<file path="config.mk">
export PLATFORM = sky130hd
export DESIGN_NAME = stuffed_frame_deframer_xor_check_unit
export DESIGN_NICKNAME = d
export VERILOG_FILES = /design/src/rtl/core/sfdx_pkg.sv /design/src/rtl/core/sfdx_cfg.sv /design/src/rtl/core/sfdx_core.sv /design/src/rtl/core/sfdx_out.sv /design/src/rtl/core/stuffed_frame_deframer_xor_check_unit.sv
export SDC_FILE = /design/constraint.sdc
export NUM_CORES = 1
export LEC_CHECK = 0
export ABC_AREA = 1
export BUFFER_PORTS_ARGS = -buffer_cell sky130_fd_sc_hd__buf_2
export CAP_MARGIN = 5
export CORE_MARGIN = 3
export CORE_UTILIZATION = 50
export DETAILED_ROUTE_END_ITERATION = 16
export PLACE_DENSITY = 0.78
export SYNTH_ARGS = -nofsm -noshare
export SYNTH_HDL_FRONTEND = slang
export SYNTH_SLANG_ARGS = --single-unit
</file>
<file path="constraint.sdc">
create_clock -name clk -period 8 [get_ports clk]
set_input_delay 0.4 -clock clk [delete_from_list [all_inputs] [get_ports clk]]
set_output_delay 0.4 -clock clk [all_outputs]
set_load 0.02 [all_outputs]
</file>
<file path="src/rtl/core/sfdx_pkg.sv">
`timescale 1ns / 1ps

package sfdx_pkg;

    typedef enum logic [2:0] {
        PH_HUNT  = 3'd0,
        PH_HDR2  = 3'd1,
        PH_LENHI = 3'd2,
        PH_LENLO = 3'd3,
        PH_DATA  = 3'd4,
        PH_CHECK = 3'd5
    } phase_t;

    typedef enum logic [1:0] {
        CFG_HEADER_FIRST  = 2'd0,
        CFG_HEADER_SECOND = 2'd1,
        CFG_MAX_LENGTH    = 2'd2
    } cfg_index_t;

    localparam logic [1:0] ST_OK       = 2'd0;
    localparam logic [1:0] ST_FRAMING  = 2'd1;
    localparam logic [1:0] ST_MISMATCH = 2'd2;
    localparam logic [1:0] ST_TOO_LONG = 2'd3;

    localparam logic KIND_PAYLOAD = 1'b0;
    localparam logic KIND_STATUS  = 1'b1;

    localparam logic [7:0]  HEADER_FIRST_RESET  = 8'h55;
    localparam logic [7:0]  HEADER_SECOND_RESET = 8'h33;
    localparam logic [15:0] MAX_LENGTH_RESET    = 16'd1024;

    typedef struct packed {
        logic [7:0]  header_first;
        logic [7:0]  header_second;
        logic [15:0] max_length;
    } sfdx_cfg_t;

    typedef struct packed {
        logic        fire;
        logic        result_kind;
        logic [7:0]  payload_byte;
        logic [15:0] byte_index;
        logic [1:0]  status;
        logic [15:0] packet_length;
    } sfdx_result_t;

endpackage

</file>
<file path="src/rtl/core/sfdx_cfg.sv">
`timescale 1ns / 1ps

module sfdx_cfg
    import sfdx_pkg::*;
(
    input  logic        clk,
    input  logic        rst_n,
    input  logic        wr_en,
    input  logic [1:0]  wr_index,
    input  logic [15:0] wr_data,
    output sfdx_cfg_t   cfg
);

    sfdx_cfg_t cfg_reg;
    sfdx_cfg_t cfg_next;

    always_comb
    begin
        cfg_next = cfg_reg;
        if (wr_en)
        begin
            unique case (wr_index)
                CFG_HEADER_FIRST:  cfg_next.header_first  = wr_data[7:0];
                CFG_HEADER_SECOND: cfg_next.header_second = wr_data[7:0];
                CFG_MAX_LENGTH:    cfg_next.max_length    = wr_data;
                default:           cfg_next = cfg_reg;
            endcase
        end
    end

    always_ff @(posedge clk or negedge rst_n)
    begin
        if (!rst_n)
        begin
            cfg_reg.header_first  <= HEADER_FIRST_RESET;
            cfg_reg.header_second <= HEADER_SECOND_RESET;
            cfg_reg.max_length    <= MAX_LENGTH_RESET;
        end
        else
        begin
            cfg_reg <= cfg_next;
        end
    end

    assign cfg = cfg_reg;

endmodule

</file>
<file path="src/rtl/core/sfdx_core.sv">
`timescale 1ns / 1ps

module sfdx_core
    import sfdx_pkg::*;
(
    input  logic         clk,
    input  logic         rst_n,
    input  logic         accept,
    input  logic [7:0]   rx_byte,
    input  sfdx_cfg_t    cfg,
    output sfdx_result_t result
);

    phase_t      phase_reg, phase_next;
    logic        esc_reg, esc_next;
    logic [15:0] decl_reg, decl_next;
    logic [15:0] rem_reg, rem_next;
    logic [7:0]  chk_reg, chk_next;

    logic [15:0] full_len;
    logic [15:0] rem_dec;
    logic        is_first;

    assign full_len = {decl_reg[15:8], rx_byte};
    assign rem_dec  = rem_reg - 16'd1;
    assign is_first = (rx_byte == cfg.header_first);

    always_comb
    begin
        phase_next = phase_reg;
        esc_next   = esc_reg;
        decl_next  = decl_reg;
        rem_next   = rem_reg;
        chk_next   = chk_reg;
        result     = '0;

        unique case (phase_reg)
            PH_HDR2:
            begin
                if (rx_byte == cfg.header_second)
                begin
                    phase_next = PH_LENHI;
                    esc_next   = 1'b0;
                    decl_next  = '0;
                    chk_next   = '0;
                end
                else
                begin
                    result.fire        = 1'b1;
                    result.result_kind = KIND_STATUS;
                    result.status      = ST_FRAMING;
                end
            end
            PH_LENHI, PH_LENLO, PH_DATA, PH_CHECK:
            begin
                if (esc_reg && !is_first)
                begin
                    result.fire        = 1'b1;
                    result.result_kind = KIND_STATUS;
                    result.status      = ST_FRAMING;
                    if (phase_reg == PH_DATA || phase_reg == PH_CHECK)
                    begin
                        result.packet_length = decl_reg;
                    end
                end
                else if (!esc_reg && is_first)
                begin
                    esc_next = 1'b1;
                end
                else
                begin
                    esc_next = 1'b0;
                    case (phase_reg)
                        PH_LENHI:
                        begin
                            decl_next  = {rx_byte, 8'h00};
                            chk_next   = rx_byte;
                            phase_next = PH_LENLO;
                        end
                        PH_LENLO:
                        begin
                            decl_next = full_len;
                            chk_next  = chk_reg ^ rx_byte;
                            if (full_len > cfg.max_length)
                            begin
                                result.fire          = 1'b1;
                                result.result_kind   = KIND_STATUS;
                                result.status        = ST_TOO_LONG;
                                result.packet_length = full_len;
                            end
                            else
                            begin
                                rem_next   = full_len;
                                phase_next = (full_len == 16'd0) ? PH_CHECK : PH_DATA;
                            end
                        end
                        PH_DATA:
                        begin
                            chk_next = chk_reg ^ rx_byte;
                            rem_next = rem_dec;
                            if (rem_dec == 16'd0)
                            begin
                                phase_next = PH_CHECK;
                            end
                            result.fire          = 1'b1;
                            result.result_kind   = KIND_PAYLOAD;
                            result.payload_byte  = rx_byte;
                            result.byte_index    = decl_reg - rem_reg;
                            result.packet_length = decl_reg;
                        end
                        default:
                        begin
                            result.fire          = 1'b1;
                            result.result_kind   = KIND_STATUS;
                            result.status        = (rx_byte == chk_reg) ? ST_OK : ST_MISMATCH;
                            result.packet_length = decl_reg;
                        end
                    endcase
                end
            end
            default:
            begin
                phase_next = is_first ? PH_HDR2 : PH_HUNT;
                esc_next   = 1'b0;
                decl_next  = '0;
                rem_next   = '0;
                chk_next   = '0;
            end
        endcase

        if (result.fire && result.result_kind == KIND_STATUS)
        begin
            phase_next = PH_HUNT;
            esc_next   = 1'b0;
            decl_next  = '0;
            rem_next   = '0;
            chk_next   = '0;
        end
    end

    always_ff @(posedge clk or negedge rst_n)
    begin
        if (!rst_n)
        begin
            phase_reg <= PH_HUNT;
            esc_reg   <= 1'b0;
            decl_reg  <= '0;
            rem_reg   <= '0;
            chk_reg   <= '0;
        end
        else if (accept)
        begin
            phase_reg <= phase_next;
            esc_reg   <= esc_next;
            decl_reg  <= decl_next;
            rem_reg   <= rem_next;
            chk_reg   <= chk_next;
        end
    end

    // An escape can only be outstanding inside the stuffed part of a packet.
    a_esc_in_stuffed: assert property (@(posedge clk) disable iff (!rst_n)
        esc_reg |-> (phase_reg == PH_LENHI || phase_reg == PH_LENLO ||
                     phase_reg == PH_DATA || phase_reg == PH_CHECK))
        else $error("escape pending outside the stuffed phases");

    a_data_remaining: assert property (@(posedge clk) disable iff (!rst_n)
        (phase_reg == PH_DATA) |-> (rem_reg != 16'd0 && rem_reg <= decl_reg))
        else $error("payload count out of range");

    a_hunt_clean: assert property (@(posedge clk) disable iff (!rst_n)
        (phase_reg == PH_HUNT) |-> (decl_reg == 16'd0 && rem_reg == 16'd0 &&
                                    chk_reg == 8'd0))
        else $error("packet state not cleared while hunting");

    a_status_restarts: assert property (@(posedge clk) disable iff (!rst_n)
        (accept && result.fire && result.result_kind == KIND_STATUS)
            |=> (phase_reg == PH_HUNT && !esc_reg))
        else $error("no return to hunting after a status result");

endmodule

</file>
<file path="src/rtl/core/sfdx_out.sv">
`timescale 1ns / 1ps

module sfdx_out
    import sfdx_pkg::*;
(
    input  logic         clk,
    input  logic         rst_n,
    input  logic         load,
    input  sfdx_result_t result,
    input  logic         take,
    output logic         full,
    output logic         result_kind,
    output logic [7:0]   payload_byte,
    output logic [15:0]  byte_index,
    output logic [1:0]   status,
    output logic [15:0]  packet_length
);

    logic         valid_reg, valid_next;
    sfdx_result_t data_reg;

    always_comb
    begin
        valid_next = valid_reg;
        if (load)
        begin
            valid_next = result.fire;
        end
        else if (take)
        begin
            valid_next = 1'b0;
        end
    end

    always_ff @(posedge clk or negedge rst_n)
    begin
        if (!rst_n)
        begin
            valid_reg <= 1'b0;
        end
        else
        begin
            valid_reg <= valid_next;
        end
    end

    always_ff @(posedge clk)
    begin
        if (load && result.fire)
        begin
            data_reg <= result;
        end
    end

    assign full          = valid_reg;
    assign result_kind   = data_reg.result_kind;
    assign payload_byte  = data_reg.payload_byte;
    assign byte_index    = data_reg.byte_index;
    assign status        = data_reg.status;
    assign packet_length = data_reg.packet_length;

endmodule

</file>
<file path="src/rtl/core/stuffed_frame_deframer_xor_check_unit.sv">
`timescale 1ns / 1ps

// Channel      Handshake             Payload
// rx           rx_valid / rx_ready   rx_byte
// result       res_valid / res_ready result_kind, payload_byte, byte_index, status,
//                                    packet_length
// cfg          cfg_valid / cfg_ready cfg_index, cfg_data
//
// Each line byte is handled in the cycle it is accepted, and its result is registered.
// A new byte can be accepted every cycle; input stalls only while a result waits.
// rx_ready is high when the result register is empty or being emptied this cycle.
// cfg_ready is always high. Reset restores the register defaults and resumes hunting.

module stuffed_frame_deframer_xor_check_unit
    import sfdx_pkg::*;
(
    input  logic        clk,
    input  logic        rst_n,
    input  logic        rx_valid,
    output logic        rx_ready,
    input  logic [7:0]  rx_byte,
    output logic        res_valid,
    input  logic        res_ready,
    output logic        result_kind,
    output logic [7:0]  payload_byte,
    output logic [15:0] byte_index,
    output logic [1:0]  status,
    output logic [15:0] packet_length,
    input  logic        cfg_valid,
    output logic        cfg_ready,
    input  logic [1:0]  cfg_index,
    input  logic [15:0] cfg_data
);

    sfdx_cfg_t    cfg;
    sfdx_result_t result;
    logic         accept;
    logic         full;

    assign cfg_ready = 1'b1;
    assign rx_ready  = !full || res_ready;
    assign accept    = rx_valid && rx_ready;
    assign res_valid = full;

    sfdx_cfg u_cfg (
        .clk      (clk),
        .rst_n    (rst_n),
        .wr_en    (cfg_valid && cfg_ready),
        .wr_index (cfg_index),
        .wr_data  (cfg_data),
        .cfg      (cfg)
    );

    sfdx_core u_core (
        .clk     (clk),
        .rst_n   (rst_n),
        .accept  (accept),
        .rx_byte (rx_byte),
        .cfg     (cfg),
        .result  (result)
    );

    sfdx_out u_out (
        .clk           (clk),
        .rst_n         (rst_n),
        .load          (accept),
        .result        (result),
        .take          (res_ready),
        .full          (full),
        .result_kind   (result_kind),
        .payload_byte  (payload_byte),
        .byte_index    (byte_index),
        .status        (status),
        .packet_length (packet_length)
    );

endmodule

</file>
## After elaboration in Yosys (flattened, before gate mapping)

Index checks and enable logic that the tools add are counted.

- Add/subtract/negate cells: 2
- Magnitude comparators: 1
- Equal/unequal tests: 22
- Muxes and demuxes: 50
- Bitwise logic cells: 3
- Reduce and logical (&&, ||, !) cells: 27

Operators by type and width:

| kind | number |
|---|---|
| 16-bit one-hot mux with 2 select lines | 5 |
| 16-bit 2-to-1 mux | 9 |
| 44-bit 2-to-1 mux | 1 |
| 18-bit 2-to-1 mux | 2 |
| 16-bit logical NOT | 2 |
| 8-bit 2-to-1 mux | 4 |
| 8-bit one-hot mux with 2 select lines | 2 |
| 8-bit equality test | 3 |
| 24-bit 2-to-1 mux | 1 |
| 3-bit 2-to-1 mux | 6 |
| 16-bit greater-than comparator | 1 |
| 16-bit by 1-bit subtractor with 16-bit output (second input constant) | 1 |
| 16-bit subtractor | 1 |
| 2-bit one-hot mux with 2 select lines | 3 |
| 6-bit AND reduction | 2 |
| 5-bit AND reduction | 2 |
| 1-bit 2-to-1 mux | 9 |
| 3-bit one-hot mux with 3 select lines | 1 |
| 2-bit 2-to-1 mux | 4 |
| 4-bit by 1-bit != test with 1-bit output (second input constant) | 2 |
| 4-bit != test (second input constant) | 2 |
| 4-bit OR reduction | 2 |
| 8-bit XOR | 1 |
| 7-bit AND reduction | 1 |
| 23 further kinds | 38 |

- Register bits: 120
- Bits of input ports: 31
- Output and inout bits: 46
- Word-level logic and storage cells: 120

## Depth between registers and ports, before layout

- Depth after elaboration: 9
- Mapped depth: 20
- Gate-level depth less buffers: 18

## Cells and area by module

From an unflattened synthesis, not the netlist that was laid out.

- Cells, all modules: 948
- Area total of the unflattened synthesis: 7612.3 µm²

By module, submodules not included:

| module | instances | cells each | area each (µm²) | seq. area each (µm²) |
|---|---|---|---|---|
| sfdx_core | 1 | 750 | 4853.4 | 1101.1 |
| sfdx_cfg | 1 | 143 | 1392.6 | 812.0 |
| sfdx_out | 1 | 49 | 1335.0 | 1316.3 |
| stuffed_frame_deframer_xor_check_unit | 1 | 6 | 31.3 | 0.0 |

## Worst setup path after synthesis

No wires, ideal clock.

- Path kind: input to register
- Start point: in rx_byte[0]
- End point: reg u_out.data_reg, in the netlist u_out.byte_index[0] (enable)
- Library setup time: 0.397 ns
- Arrival time: 2.515 ns
- Required time: 7.603 ns
- Slack: 5.087 ns
- Cell stages on the path: 18
- Buffers on the path: 1
- Path through: buf_2 > inv_1 > ha_1 > inv_1 > nand2_1 > nand2_1 > nand2_1 > nand2_1 > nand2_1 > nand2_1 > nand2_1 > nand2_1 > nand3_1 > a21oi_1 > o21ai_0 > nand2_1 > nand2_1 > inv_1

- Word-level cells in the longest chain between the ends: 7
- Elaborated cells on any way between the ends: 13
- Those cells by class: order compare (1); eq/ne (2); mux (6); reduce/logical (4)

Ends and longest elaborated chain:

| what | line | source |
|---|---|---|
| from (decl) | stuffed_frame_deframer_xor_check_unit.sv:21 | `input logic [7:0] rx_byte,` |
| 16-bit greater-than comparator | sfdx_core.sv:84 | `if (full_len > cfg.max_length)` |
| 2-bit 2-to-1 mux | sfdx_core.sv:84 |  |
| 2-bit one-hot mux with 3 select lines | sfdx_core.sv:73 | `case (phase_reg)` |
| 44-bit 2-to-1 mux | sfdx_core.sv:66 | `else if (!esc_reg && is_first)` |
| 2-bit 2-to-1 mux | sfdx_core.sv:56 | `if (esc_reg && !is_first)` |
| 2-bit one-hot mux with 2 select lines (*) | sfdx_core.sv:37 | `unique case (phase_reg)` |
| 1-bit logical AND (*) | sfdx_out.sv:49 | `if (load && result.fire)` |
| to (signal assigned) | sfdx_out.sv:51 | `data_reg <= result;` |
| to (decl) | sfdx_out.sv:20 | `sfdx_result_t data_reg;` |

Every way passes the cells marked *; elsewhere a longest branch is shown, timed or not.
A chain may end at the register's enable or synchronous reset.

## Worst setup path after layout

- Start point: reg u_cfg.cfg_reg, in the netlist u_cfg.cfg[26]
- End point: reg u_core.rem_reg[5]

- Word-level cells in the longest chain between the ends: 8
- Elaborated cells on any way between the ends: 15
- Those cells by class: eq/ne (6); mux (4); reduce/logical (5)

Ends and longest elaborated chain:

| what | line | source |
|---|---|---|
| from (decl) | sfdx_cfg.sv:14 | `sfdx_cfg_t cfg_reg;` |
| from (signal assigned) | sfdx_cfg.sv:41 | `cfg_reg <= cfg_next;` |
| 8-bit equality test (*) | sfdx_core.sv:26 | `assign is_first = (rx_byte == cfg.header_first);` |
| 1-bit logical AND or 1-bit logical NOT (tied branches) | sfdx_core.sv:66, sfdx_core.sv:56 |  |
| 44-bit 2-to-1 mux or 1-bit logical AND (tied branches) | sfdx_core.sv:66, sfdx_core.sv:56 |  |
| 2-bit 2-to-1 mux | sfdx_core.sv:56 |  |
| 2-bit one-hot mux with 2 select lines | sfdx_core.sv:37 |  |
| 1-bit logical AND | sfdx_core.sv:131 | `if (result.fire && result.result_kind == KIND_STATUS)` |
| 4-bit by 1-bit != test with 1-bit output (no source line) (tied with other cells) | - |  |
| 6-bit AND reduction (no source line) | - |  |
| to (signal assigned) | sfdx_core.sv:156 | `rem_reg <= rem_next;` |
| to (decl) | sfdx_core.sv:17 | `logic [15:0] rem_reg, rem_next;` |

Marked as above.

==> flow_summary_export.csv <==
group,metric,value,unit
global_routing,grt_antenna_before_repair,0,
clock_network,cts_tree,"built",
placement,io_buffer_count,75,
flow_run,cap_viol_max_count,0,
route,vias_per_cell,5.50,
worst_setup_path,critPathArrivalTime,3.58,ns
floorplanning,die_w,126,um
floorplanning,coreArea,14000,um^2
worst_setup_path,critPathLaunchType,"flip-flop",
synth,async_reset_ff_share,64.2,%
synth,netlist_top_cells_count,"242 x nand2_1, 94 x nor2_1, 91 x inv_1, 68 x dfrtp_1, 66 x a21oi_1",
placement,gp_congestion,0.941,
worst_setup_path,crit_slowest_cell,"nor4_1",
worst_setup_path,r2r_start,"u_cfg.cfg[26]",
synth,yosys.area.top_type,"dfrtp_1",
global_routing,grt_pass1_vias,6010,
clock_network,clkTransAtPathRegs,0.06,ns
synth,syn_inst,910,
synth,synth_ff_type,"dfrtp_1",
sta,hold_violations,0,
synth,avgSynthCellArea,7.94,um^2
synth,synth_top_cell_area_share,23.6,%
sta,timing.fmax,308,MHz
worst_setup_path,crit_buf_inv,3,
pwr,p_per_area,348,nW/um^2
synth,synthTopCellsByArea,"dfrtp_1 24%, edfxtp_1 18%, nand2_1 13%",
route,drt_wl_total,18.5,mm
worst_setup_path,end_kind,"flip-flop",
worst_setup_path,critPathMaxFanout,32,
worst_setup_path,critPathRequiredTime,8.34,ns
clock_network,htreeDepth,4,
global_routing,met2_usage,36.7,%
floorplanning,dieHeight,126,um
global_routing,grt_first_pass_wirelength,30.1,mm
clock_network,holdBufCountCts,0,
placement,dpl.hpwl,13.4,mm
worst_hold_path,min_path_type,"in -> async",
sta,rsz0062_at_grt,"false",
worst_setup_path,path_cells,"xnor2_1 > nand2_1 > nor4_1 > inv_1 > ha_1 > inv_1 > nand4_1 > nand2_2 > inv_2 > nand2_2 > nand2_1 > o21ai_1",
sta,report.final.setup_viol,0,
route,drc,0,
sta,fin_crit_sh,40.5,%
floorplanning,initial_core_util,51.6,%
global_routing,grt_max_degree,78,
route,ant_nets,0,
worst_setup_path,worstSetupStartpoint,"u_cfg.cfg[26]",
clock_network,cts_made_buffers,17,
final_layout,area_growth,15.1,%
final_layout,largest_reg_flops,32,
global_routing,grtUsageTotal,23.8,%
synth,yosys_warnings,0,
global_routing,grt_busiest_layer,"met2",
floorplanning,ios,77,
synth,synth-seq-cells,120,
global_routing,use_met1,31.8,%
clock_network,clock-sinks,120,
global_routing,gr-total-overflow,0,
final_layout,nNetsFinal,1041,
synth,netlist_area,7220,um^2
sta,tightestPinTransition,1.03,ns
route,via_count,6414,
synth,ys_types,41,
clock_network,clkLatencyLatePin,0.43,ns
route,wl_per_cell,15.8,um
worst_setup_path,cp_slowest_stage_delay,0.65,ns
route,first_pass_iters,5,
worst_setup_path,path_delay_family,"simple AND/OR/NAND/NOR gates",
final_layout,diodes,0,
global_routing,grt.met3_usage,5.77,%
synth,seq_area_frac_synth,44.7,%
sta,slew-limit-headroom,30.7,%
clock_network,post_cts_buffers,0,
pwr,peakVddDrop,0.141,mV
sta,slew_violations,0,
floorplanning,fp-row-count,43,
synth,synth_edf_count,43,
clock_network,cts_root_buf,"clkbuf_16",
sta,setup-tns-final,0,ns
synth,syn_nets,977,
final_layout,drive_gt1_share,14.5,%
run_status,status,"finished clean",
sta,period_needed,3.24,ns
sta,holdWs,0.0906,ns
route,first_iter_violations,546,
floorplanning,dieArea,15900,um^2
sta,clock_skew,0.00706,ns
pwr,p_leak,3.99,nW
worst_setup_path,crit_type,"reg -> reg",
synth,synth_most_common_cell,"nand2_1",
clock_network,cts_resized,0,
clock_network,clk_path_buf_depth,2,
[cell type report]
cell class / count / area, um^2
Sequential cell: 120 / 3230
Multi-Input combinational cell: 659 / 3460
Timing Repair Buffer: 77 / 393
Tap cell: 180 / 225
Clock buffer: 22 / 495
Clock inverter: 10 / 138
Fill cell: 1238 / 5680
Inverter: 99 / 372
[cell families (layout without fill, tap and decap cells)]
kind of cell	Yosys count	count (layout)	share of synthesized area, %
AO/OA/AOI/OAI	156	156	12.1
XOR/XNOR	26	26	3.15
adder cells (fa/ha/maj)	36	36	6.34
buffers and inverters	131	208	7.40
flip-flops	120	120	44.7
other	1	1	0.0519
AND/OR/NAND/NOR	440	440	26.2
[layout by cell type (no fill, tap or decap), drive strengths merged, types with 9 or more instances in the layout]
cell    count
a211oi      9
a21oi      66
buf        77
clkbuf     22
dfrtp      68
dfstp       9
edfxtp     43
ha         35
inv       101
nand2     247
nand3      38
nand4      30
nor2       98
nor3       15
o21ai      52
xnor2      14
xor2       12
[per-stage QoR]
step	worst slack (ns)	power [mW]	cell area, um^2	instances	utilization (%)
2_1_floorplan	5.09	1.79	7220	910	-
3_3_place_gp	4.82	2.05	7680	1135	54.9
3_5_place_dp	4.67	2.07	7680	1135	54.9
4_1_cts	4.83	2.89	8310	1167	59.4
5_1_grt	4.46	3.08	8310	1167	59.4
6_report	4.76	2.89	8310	1167	59.4
[path summary, 6_finish.rpt]
check	depth (start not counted)	to	slack, ns
worst max register to register	12	u_core.rem_reg[5]	4.76
max in group asynchronous	1	u_cfg.cfg[11]	7.23
worst min register to register	2	u_cfg.cfg[5]	0.49
worst max-delay path	12	u_core.rem_reg[5]	4.76
worst min-delay path	1	u_core.decl_reg[5]	0.09
min in group clk	3	u_cfg.cfg[10]	0.22
[worst register-to-register path, delay by kind of cell (launching register included)]
family	cells	cell delay (ns)
AOI/OAI and AO/OA	1	0.11
xor gates and xnor gates	1	0.11
and+or+nand+nor	6	1.65
adders and majority gates	1	0.25
buffers and inverters	3	0.50
DFF	1	0.54
[metal layers]
layer	part of all wire, %	vias up	wire length [um]
met3	8.8	55	1620
met1	43	2936	8000
met4	3.9	0	727
met5	0	-	0
met2	44	273	8130
li1	-	3150	-
[report_power, final]
part / total [mW] / internal, mW / switching [mW]
combinational: 1.18 / 0.373 / 0.811
sequential: 0.896 / 0.792 / 0.104
clock: 0.809 / 0.533 / 0.276
Note: power is estimated with default switching activity, not from simulation.
